$ cat src/hdl/stable_priority_queue_core_assert.svh
// Assertion macros for the stable priority queue core.
// Included by stable_priority_queue_core; no other dependencies.
`ifndef STABLE_PRIORITY_QUEUE_CORE_ASSERT_SVH
`define STABLE_PRIORITY_QUEUE_CORE_ASSERT_SVH

// same-cycle implication
`define SPQ_ASSERT_NOW(lbl, clk, rst, ante, cons) \
  lbl: assert property (@(posedge clk) disable iff (rst) (ante) |-> (cons)) \
    else $error("spq assertion failed");

// next-cycle implication
`define SPQ_ASSERT_NEXT(lbl, clk, rst, ante, cons) \
  lbl: assert property (@(posedge clk) disable iff (rst) (ante) |=> (cons)) \
    else $error("spq assertion failed");

`endif

$ cat src/hdl/spq_pkg.sv
// Shared types and constants for the stable priority queue core.
// No dependencies.
`default_nettype none

package spq_pkg;

  localparam logic [31:0] ID_START_RESET = 32'd87970;
  localparam int unsigned OCC_W = 5;

  localparam logic FUNC_PUSH = 1'b0;
  localparam logic FUNC_POP  = 1'b1;

  typedef enum logic [1:0] {
    ST_PUSHED = 2'd0,
    ST_POPPED = 2'd1,
    ST_EMPTY  = 2'd2,
    ST_FULL   = 2'd3
  } status_t;

  typedef struct packed {
    logic        func;
    logic [7:0]  priority_req;
    logic [63:0] payload;
  } in_item_t;

  typedef struct packed {
    status_t           status;
    logic [31:0]       entry_id;
    logic [63:0]       entry_payload;
    logic [7:0]        entry_priority;
    logic [31:0]       entry_stamp;
    logic [OCC_W-1:0]  occupancy;
  } out_item_t;

  typedef struct packed {
    logic [7:0]  prio;
    logic [31:0] id;
    logic [63:0] payload;
    logic [31:0] stamp;
  } entry_t;

  typedef struct packed {
    logic       push;
    logic       pop;
    logic [7:0] prio;
  } cell_ctl_t;

endpackage

`default_nettype wire

$ cat src/hdl/spq_cell.sv
// One slot of the sorted chain: holds an entry, shifts toward tail on push
// past it, toward head on pop, or loads the new entry. Depends on spq_pkg.
`default_nettype none

module spq_cell (
  input  wire logic              clk,
  input  wire spq_pkg::cell_ctl_t ctl,
  input  wire logic              occupied,
  input  wire logic              prev_ins,
  input  wire spq_pkg::entry_t   left,
  input  wire spq_pkg::entry_t   right,
  input  wire spq_pkg::entry_t   new_entry,
  output logic                   ins,
  output spq_pkg::entry_t        entry
);

  spq_pkg::entry_t held;

  // strictly greater keeps equal priorities in arrival order
  assign ins   = !occupied || (held.prio > ctl.prio);
  assign entry = held;

  always_ff @(posedge clk) begin
    if (ctl.pop) begin
      held <= right;
    end else if (ctl.push) begin
      if (ins && prev_ins) begin
        held <= left;
      end else if (ins) begin
        held <= new_entry;
      end
    end
  end

endmodule

`default_nettype wire

$ cat config.mk
export PLATFORM = sky130hd
export DESIGN_NAME = spq_cell
export DESIGN_NICKNAME = d
export VERILOG_FILES = /design/src/hdl/stable_priority_queue_core_assert.svh /design/src/hdl/spq_pkg.sv /design/src/hdl/spq_cell.sv
export SDC_FILE = /design/constraint.sdc
export NUM_CORES = 1
export LEC_CHECK = 0
export BUFFER_PORTS_ARGS = -buffer_cell sky130_fd_sc_hd__buf_2
export CORE_AREA = 2 2 216 218
export CTS_BUF_LIST = sky130_fd_sc_hd__clkbuf_8
export DETAILED_ROUTE_END_ITERATION = 8
export DIE_AREA = 0 0 218 220
export PLACE_DENSITY_LB_ADDON = 0.3
export SLEW_MARGIN = 20
export SYNTH_ARGS = -nofsm -noshare
export SYNTH_HDL_FRONTEND = slang
export SYNTH_SLANG_ARGS = --single-unit
$ cat constraint.sdc
create_clock -name clk -period 27.1 [get_ports clk]
set_input_delay 4.065 -clock clk [delete_from_list [all_inputs] [get_ports clk]]
set_output_delay 4.065 -clock clk [all_outputs]
set_load 0.02 [all_outputs]
==> Word level (Yosys, flattened, before mapping) <==
Index checks and enable logic that the tools add are counted.
{ "totals": {"input_bits": 421, "elab_cells": 15, "register_bits": 136, "out_inout_bits": 137} }
{ "classes": {"n_reduce_logical": 6, "n_lt_le_gt_ge": 1, "mux": 4} }
{ "ops": {"columns": ["cell", "n"], "rows": [
  ["$mux 136", 4],
  ["$gt 8x8->1", 1],
  ["$reduce_bool 3->1", 1],
  ["$reduce_and 2->1", 1],
  ["$reduce_bool 2->1", 1],
  ["$logic_and 1x1->1", 1],
  ["$logic_not 1->1", 1],
  ["$logic_or 1x1->1", 1]
]} }

==> Logic depth before layout (Yosys ltp) <==
{ "logic_depth": {"ltp_word": 6, "mapped_depth": 10, "mapped_depth_nobuf": 7} }

==> Worst setup path before layout <==
No wires, ideal clock.
{ "synth_timing": {"path_kind": "input to register", "from": "in ctl[1] (netlist name)", "to": "reg held, in the netlist entry[0] (enable)", "required_ps": 26281, "slack_ps": 11677, "n_path_buf": 1, "setup_time_ps": 819, "t_arrival_ps": 14604, "path_stages": 8, "path_cell_list": "inv_1 > ha_1 > nor2b_1 > o211ai_2 > a21o_1 > buf_2 > and3_1 > o21ai_0"} }
{ "synth_between": {"elab_chain_cells": 5} }
{ "synth_rtl": {"columns": ["element", "line_no", "source"], "rows": [
  ["from (decl)", "spq_cell.sv:7", "input wire spq_pkg::cell_ctl_t ctl,"],
  ["$gt 8x8->1 (*)", "spq_cell.sv:20", "assign ins = !occupied || (held.prio > ctl.prio);"],
  ["$logic_or 1x1->1 (*)", "spq_cell.sv:20", null],
  ["$logic_and 1x1->1", "spq_cell.sv:27", "if (ins && prev_ins) begin"],
  ["$reduce_bool 3->1 (no source line) (*)", null, null],
  ["$reduce_and 2->1 (no source line) (*)", null, null],
  ["to (signal assigned)", "spq_cell.sv:25", "held <= right;"],
  ["to (signal assigned)", "spq_cell.sv:28", "held <= left;"],
  ["to (signal assigned)", "spq_cell.sv:30", "held <= new_entry;"],
  ["to (decl)", "spq_cell.sv:17", "spq_pkg::entry_t held;"]
]} }
Every way passes the cells marked *; elsewhere a longest branch is shown, timed or not.
A chain may end at the register's enable or synchronous reset.

==> Worst setup path after layout <==
{ "layout_timing": {"from": "in ctl[3] (netlist name)", "to": "out ins"} }
{ "layout_between": {"elab_chain_cells": 2} }
{ "layout_rtl": {"columns": ["element", "line_no", "source"], "rows": [
  ["$gt 8x8->1", "spq_cell.sv:20", null],
  ["$logic_or 1x1->1", "spq_cell.sv:20", null],
  ["to (decl)", "spq_cell.sv:13", "output logic ins,"]
]} }
Every way passes these cells.

==> reports/qor_table.md <==
| Stage | Parameter | Value |
|---|---|---|
| setup path | Reg-to-Reg End | entry[74] |
| outcome | Run status | completed |
| logic synthesis | Number of distinct library cells after synthesis | 24 |
| routing | Antenna Violating Nets Remaining | 0 |
| power | Power density over cell area | 50.8 mW/mm^2 |
| clocking | Clock insertion delay at the later pin of the skew report | 0.54 ns |
| setup path | CP Cell Sequence | buf_2, inv_1, ha_1, a21oi_1, a21o_4, and3_1, o21ai_0, buf_2 |
| power | Relative contribution of the clock network to total power | 26.4% |
| die | Boundary pin count | 558 |
| logic synthesis | Number of warnings issued by yosys | 0 |
| routing | Average wire per standard cell | 19.4 um |
| routing | Via count | 10,900 |
| setup path | Type of the worst setup path | in2out |
| setup path | Total buffers and inverters traversed by the critical path | 3 |
| timing | Hold_ws | 1.47 ns |
| logic synthesis | Gate Count Post-Synth | 1,121 |
| die | Die Span X | 218 um |
| power | Leakage power of the design | 0.00549 uW |
| grt | Wire length of the first global-routing pass | 62,700 um |
| power | Switching part of the total power | 36.0% |
| timing | Actual transition at the worst max-transition pin | 1.04 ns |
| timing | Setup clock skew after layout | 0.00889 ns |
| setup path | Worst Path Arrival | 6.15 ns |
| job | Maximum Capacitance Violations | 0 |
| setup path | Worst r2r src | entry[135] |
| place | Final Wtd Congestion | 0.857 |
| timing | Number of pins exceeding their max-slew limit in the final report | 0 |
| grt | Maximum number of pins on one net before global-route repair | 204 |
| grt | Gr ovfl total | 0 |
| clocking | Clock tree from TritonCTS | yes |
| timing | Max Clk Rate | 97.9 MHz |
| logic synthesis | Post-Synthesis Net Count | 1,550 |
| setup path | Reg2reg path depth | 8 |
| logic synthesis | Netlist area before placement | 0.00988 mm^2 |
| die | Initial Util | 21.5% |
| clocking | Number of buffers on the longest clock path | 2 |
| routing | Iteration-0 DRC Markers | 670 |
| clocking | Buffer cell driving the clock tree root | clkbuf_8 |
| layout | Area Overhead vs Synth | 35.5% |
| hold path | Path type of the worst min-delay path | reg2reg |
| setup path | Minimum setup slack among reg-to-reg paths | 23.53 ns |
| power | Maximum ir drop on the vdd rail | 0.0316 mV |
| power | Cell Int Power | 435 uW |
| setup path | Family with the most delay on the worst path | compound AO/OA/AOI/OAI gates |
| layout | Post-layout nets | 2,004 |
| clocking | TritonCTS Buffers | 17 |
| logic synthesis | FF+latch count, synth | 136 |
| setup path | Crit path capture type | primary output |
| grt | Number of antenna violations at the first check in global routing | 11 |
| layout | Fraction of final layout cells sized beyond drive strength 1 | 37.8% |
| place | Estimated wirelength of the detail-placed design | 29,100 um |
| power | Proportion of power drawn by flip-flops and latches | 41.3% |
| clocking | Clock Pin Slew Worst Setup and Hold Paths | 0.09 ns |
| timing | Unrepaired setup endpoints after global routing | false |
| timing | Final hold violation count | 0 |
| die | Die area | 0.0480 mm^2 |
| setup path | Most common cell type on the critical path | buf_2 |
| setup path | Slowest library cell on the worst path | a21o_4 |
| routing | Via count normalized by instance count | 4.98 |
| setup path | Critical path peak fanout | 62 |
| place | I/O Buffers | 557 |
| timing | Final critical-path required period | 10.21 ns |
| setup path | Startpoint types | primary input |
| hold path | Endpoint of the worst hold path | entry[9] |
| logic synthesis | Seq/Total Area, Yosys | 41.3% |
| logic synthesis | Per-instance average area after synthesis | 8.82 um^2 |
| routing | Total DRC errors in the routed layout | 0 |
| routing | Final routed wirelength across all metal layers | 42,700 um |
| clocking | Gates resized, CTS repair | 0 |
| die | Floorplan Core Area | 0.0459 mm^2 |
| die | Rows | 79 |
| routing | Number of optimization iterations in the first detailed-route pass | 5 |
| layout | Flip-flop count of the largest register, all copies and words added | 136 |
| clocking | Number of buffers added to fix hold violations after cts | 0 |
| setup path | Critical Path RT | 23.03 ns |
| power | Sw Pwr | 244 uW |
| layout | Count of filler cells inserted in the layout | 5,003 |
| timing | Total negative slack | 0 ns |
| timing | Max-slew headroom at the worst pin | 30.8% |
| grt | Total routing resource utilization after global routing | 17.3% |
| clocking | CTS H-tree lvls | 4 |
| setup path | CP peak stage delay | 0.64 ns |
| hold path | Worst Hold Launch | entry[135] |
| clocking | Clk sinks | 136 |
| clocking | Setup repair bufs after CTS | 0 |
| hold path | Hold depth | 5 |
| grt | Number of global-route vias before repair | 10,700 |
| die | Die Y | 220 um |
| timing | Final count of negative-setup-slack endpoints | 0 |
| timing | Share of the cycle needed by the critical path after routing | 37.7% |
| power | Logic pwr share | 32.4% |
[worst register-to-register path, stage by stage (launching register included)]
cell	delay, ns
edfxtp_1	0.43
ha_1	0.35
nand4_2	0.24
o31ai_4	0.33
buf_12	0.66
buf_4	0.87
nor3b_1	0.19
o21ai_0	0.11
nand3_1	0.14
[layout by cell type (no fill, tap or decap), types with 2 or more instances in the layout]
cell type   Yosys  routed
buf_2          31     556
nand3_1       273     273
nor2b_1       137     137
nor3b_1       136     136
a22oi_1       136     136
edfxtp_1      136     136
o21ai_0       133     132
clkbuf_8        0      17
inv_1           9      14
buf_4          10       9
ha_1            8       8
o21ai_1         6       6
diode_2         0       3
a21oi_1         3       3
bufinv_16       0       3
clkinv_2        0       3
clkinvlp_4      0       2
clkinv_1        0       2
buf_12          0       2
[stage by stage]
step                      total power [uW]  area, um^2  setup slack [ns]  util (%)  cells
after detailed placement               508       13000             16.83      28.3   2163
after global placement                 505       13000             16.88      28.3   2163
after floorplan                        421        9880             11.68         -   1121
after CTS                              692       13400             16.81      29.2   2195
final                                  680       13400             16.89      29.2   2198
after global routing                   717       13400             16.72      29.2   2196
[cells in the mapped netlist]
cell | number | area share [%]
nand3_2 | 1 | 0.10
a21oi_4 | 1 | 0.16
o31ai_2 | 1 | 0.13
and3_1 | 2 | 0.13
nor2_1 | 1 | 0.038
o21ai_0 | 133 | 6.7
buf_4 | 10 | 0.76
buf_8 | 1 | 0.15
edfxtp_1 | 136 | 41
nand4_1 | 1 | 0.063
inv_1 | 9 | 0.34
a22oi_1 | 136 | 10
o21ai_1 | 6 | 0.30
nor2b_1 | 137 | 8.7
nor3b_1 | 136 | 10
clkbuf_1 | 85 | 3.2
o211ai_2 | 1 | 0.13
buf_2 | 31 | 1.6
a21o_1 | 2 | 0.15
nand3_1 | 273 | 14
ha_1 | 8 | 1.0
nand4_2 | 1 | 0.13
buf_1 | 6 | 0.23
a21oi_1 | 3 | 0.15
[final cells by class]
cell class,count,area (um^2),share of cell area (%)
Multi-Input combinational cell,843,5220,39.0
Sequential cell,136,4080,30.5
Timing Repair Buffer,568,2910,21.7
Tap cell,607,759,5.67
Clock buffer,17,234,1.75
Clock inverter,15,146,1.09
Inverter,9,33.8,0.252
Antenna cell,3,7.51,0.0561
[worst max-delay path by stage]
stage | startpoint | end | slack, ns | cells after the start
floorplan | ctl[1] | entry[0] | 11.68 | 8
global placement | ctl[3] | ins | 16.88 | 8
detailed placement | ctl[3] | ins | 16.83 | 8
CTS | ctl[3] | ins | 16.81 | 8
global route | ctl[3] | ins | 16.72 | 8
finish | ctl[3] | ins | 16.89 | 8
[metal layers]
layer	vias up	wire length, um	track usage (%)
met5	-	92	0
met4	14	1430	8.10
met3	81	3570	5.85
met2	466	20300	28.4
met1	5240	17400	20.2
li1	5139	-	-
[power groups by stage]
stage	clock, uW	combinational (uW)	sequential [uW]
3_3_place_gp	0	220	285
2_1_floorplan	0	90.7	330
5_1_grt	195	239	283
6_report	179	220	280
3_5_place_dp	0	222	285
4_1_cts	189	222	281
[kinds of logic (layout without fill, tap and decap cells)]
kind of cell | after synthesis | in the layout | synth area share [%]
other | 0 | 3 | 0
adder cells (fa/ha/maj) | 8 | 8 | 1.01
buffers and inverters | 142 | 609 | 6.28
flip-flops | 136 | 136 | 41.3
AND/OR/NAND/NOR | 552 | 552 | 33.3
AO/OA/AOI/OAI | 283 | 283 | 18.1
No activity file was read; power rests on OpenSTA's default activity.
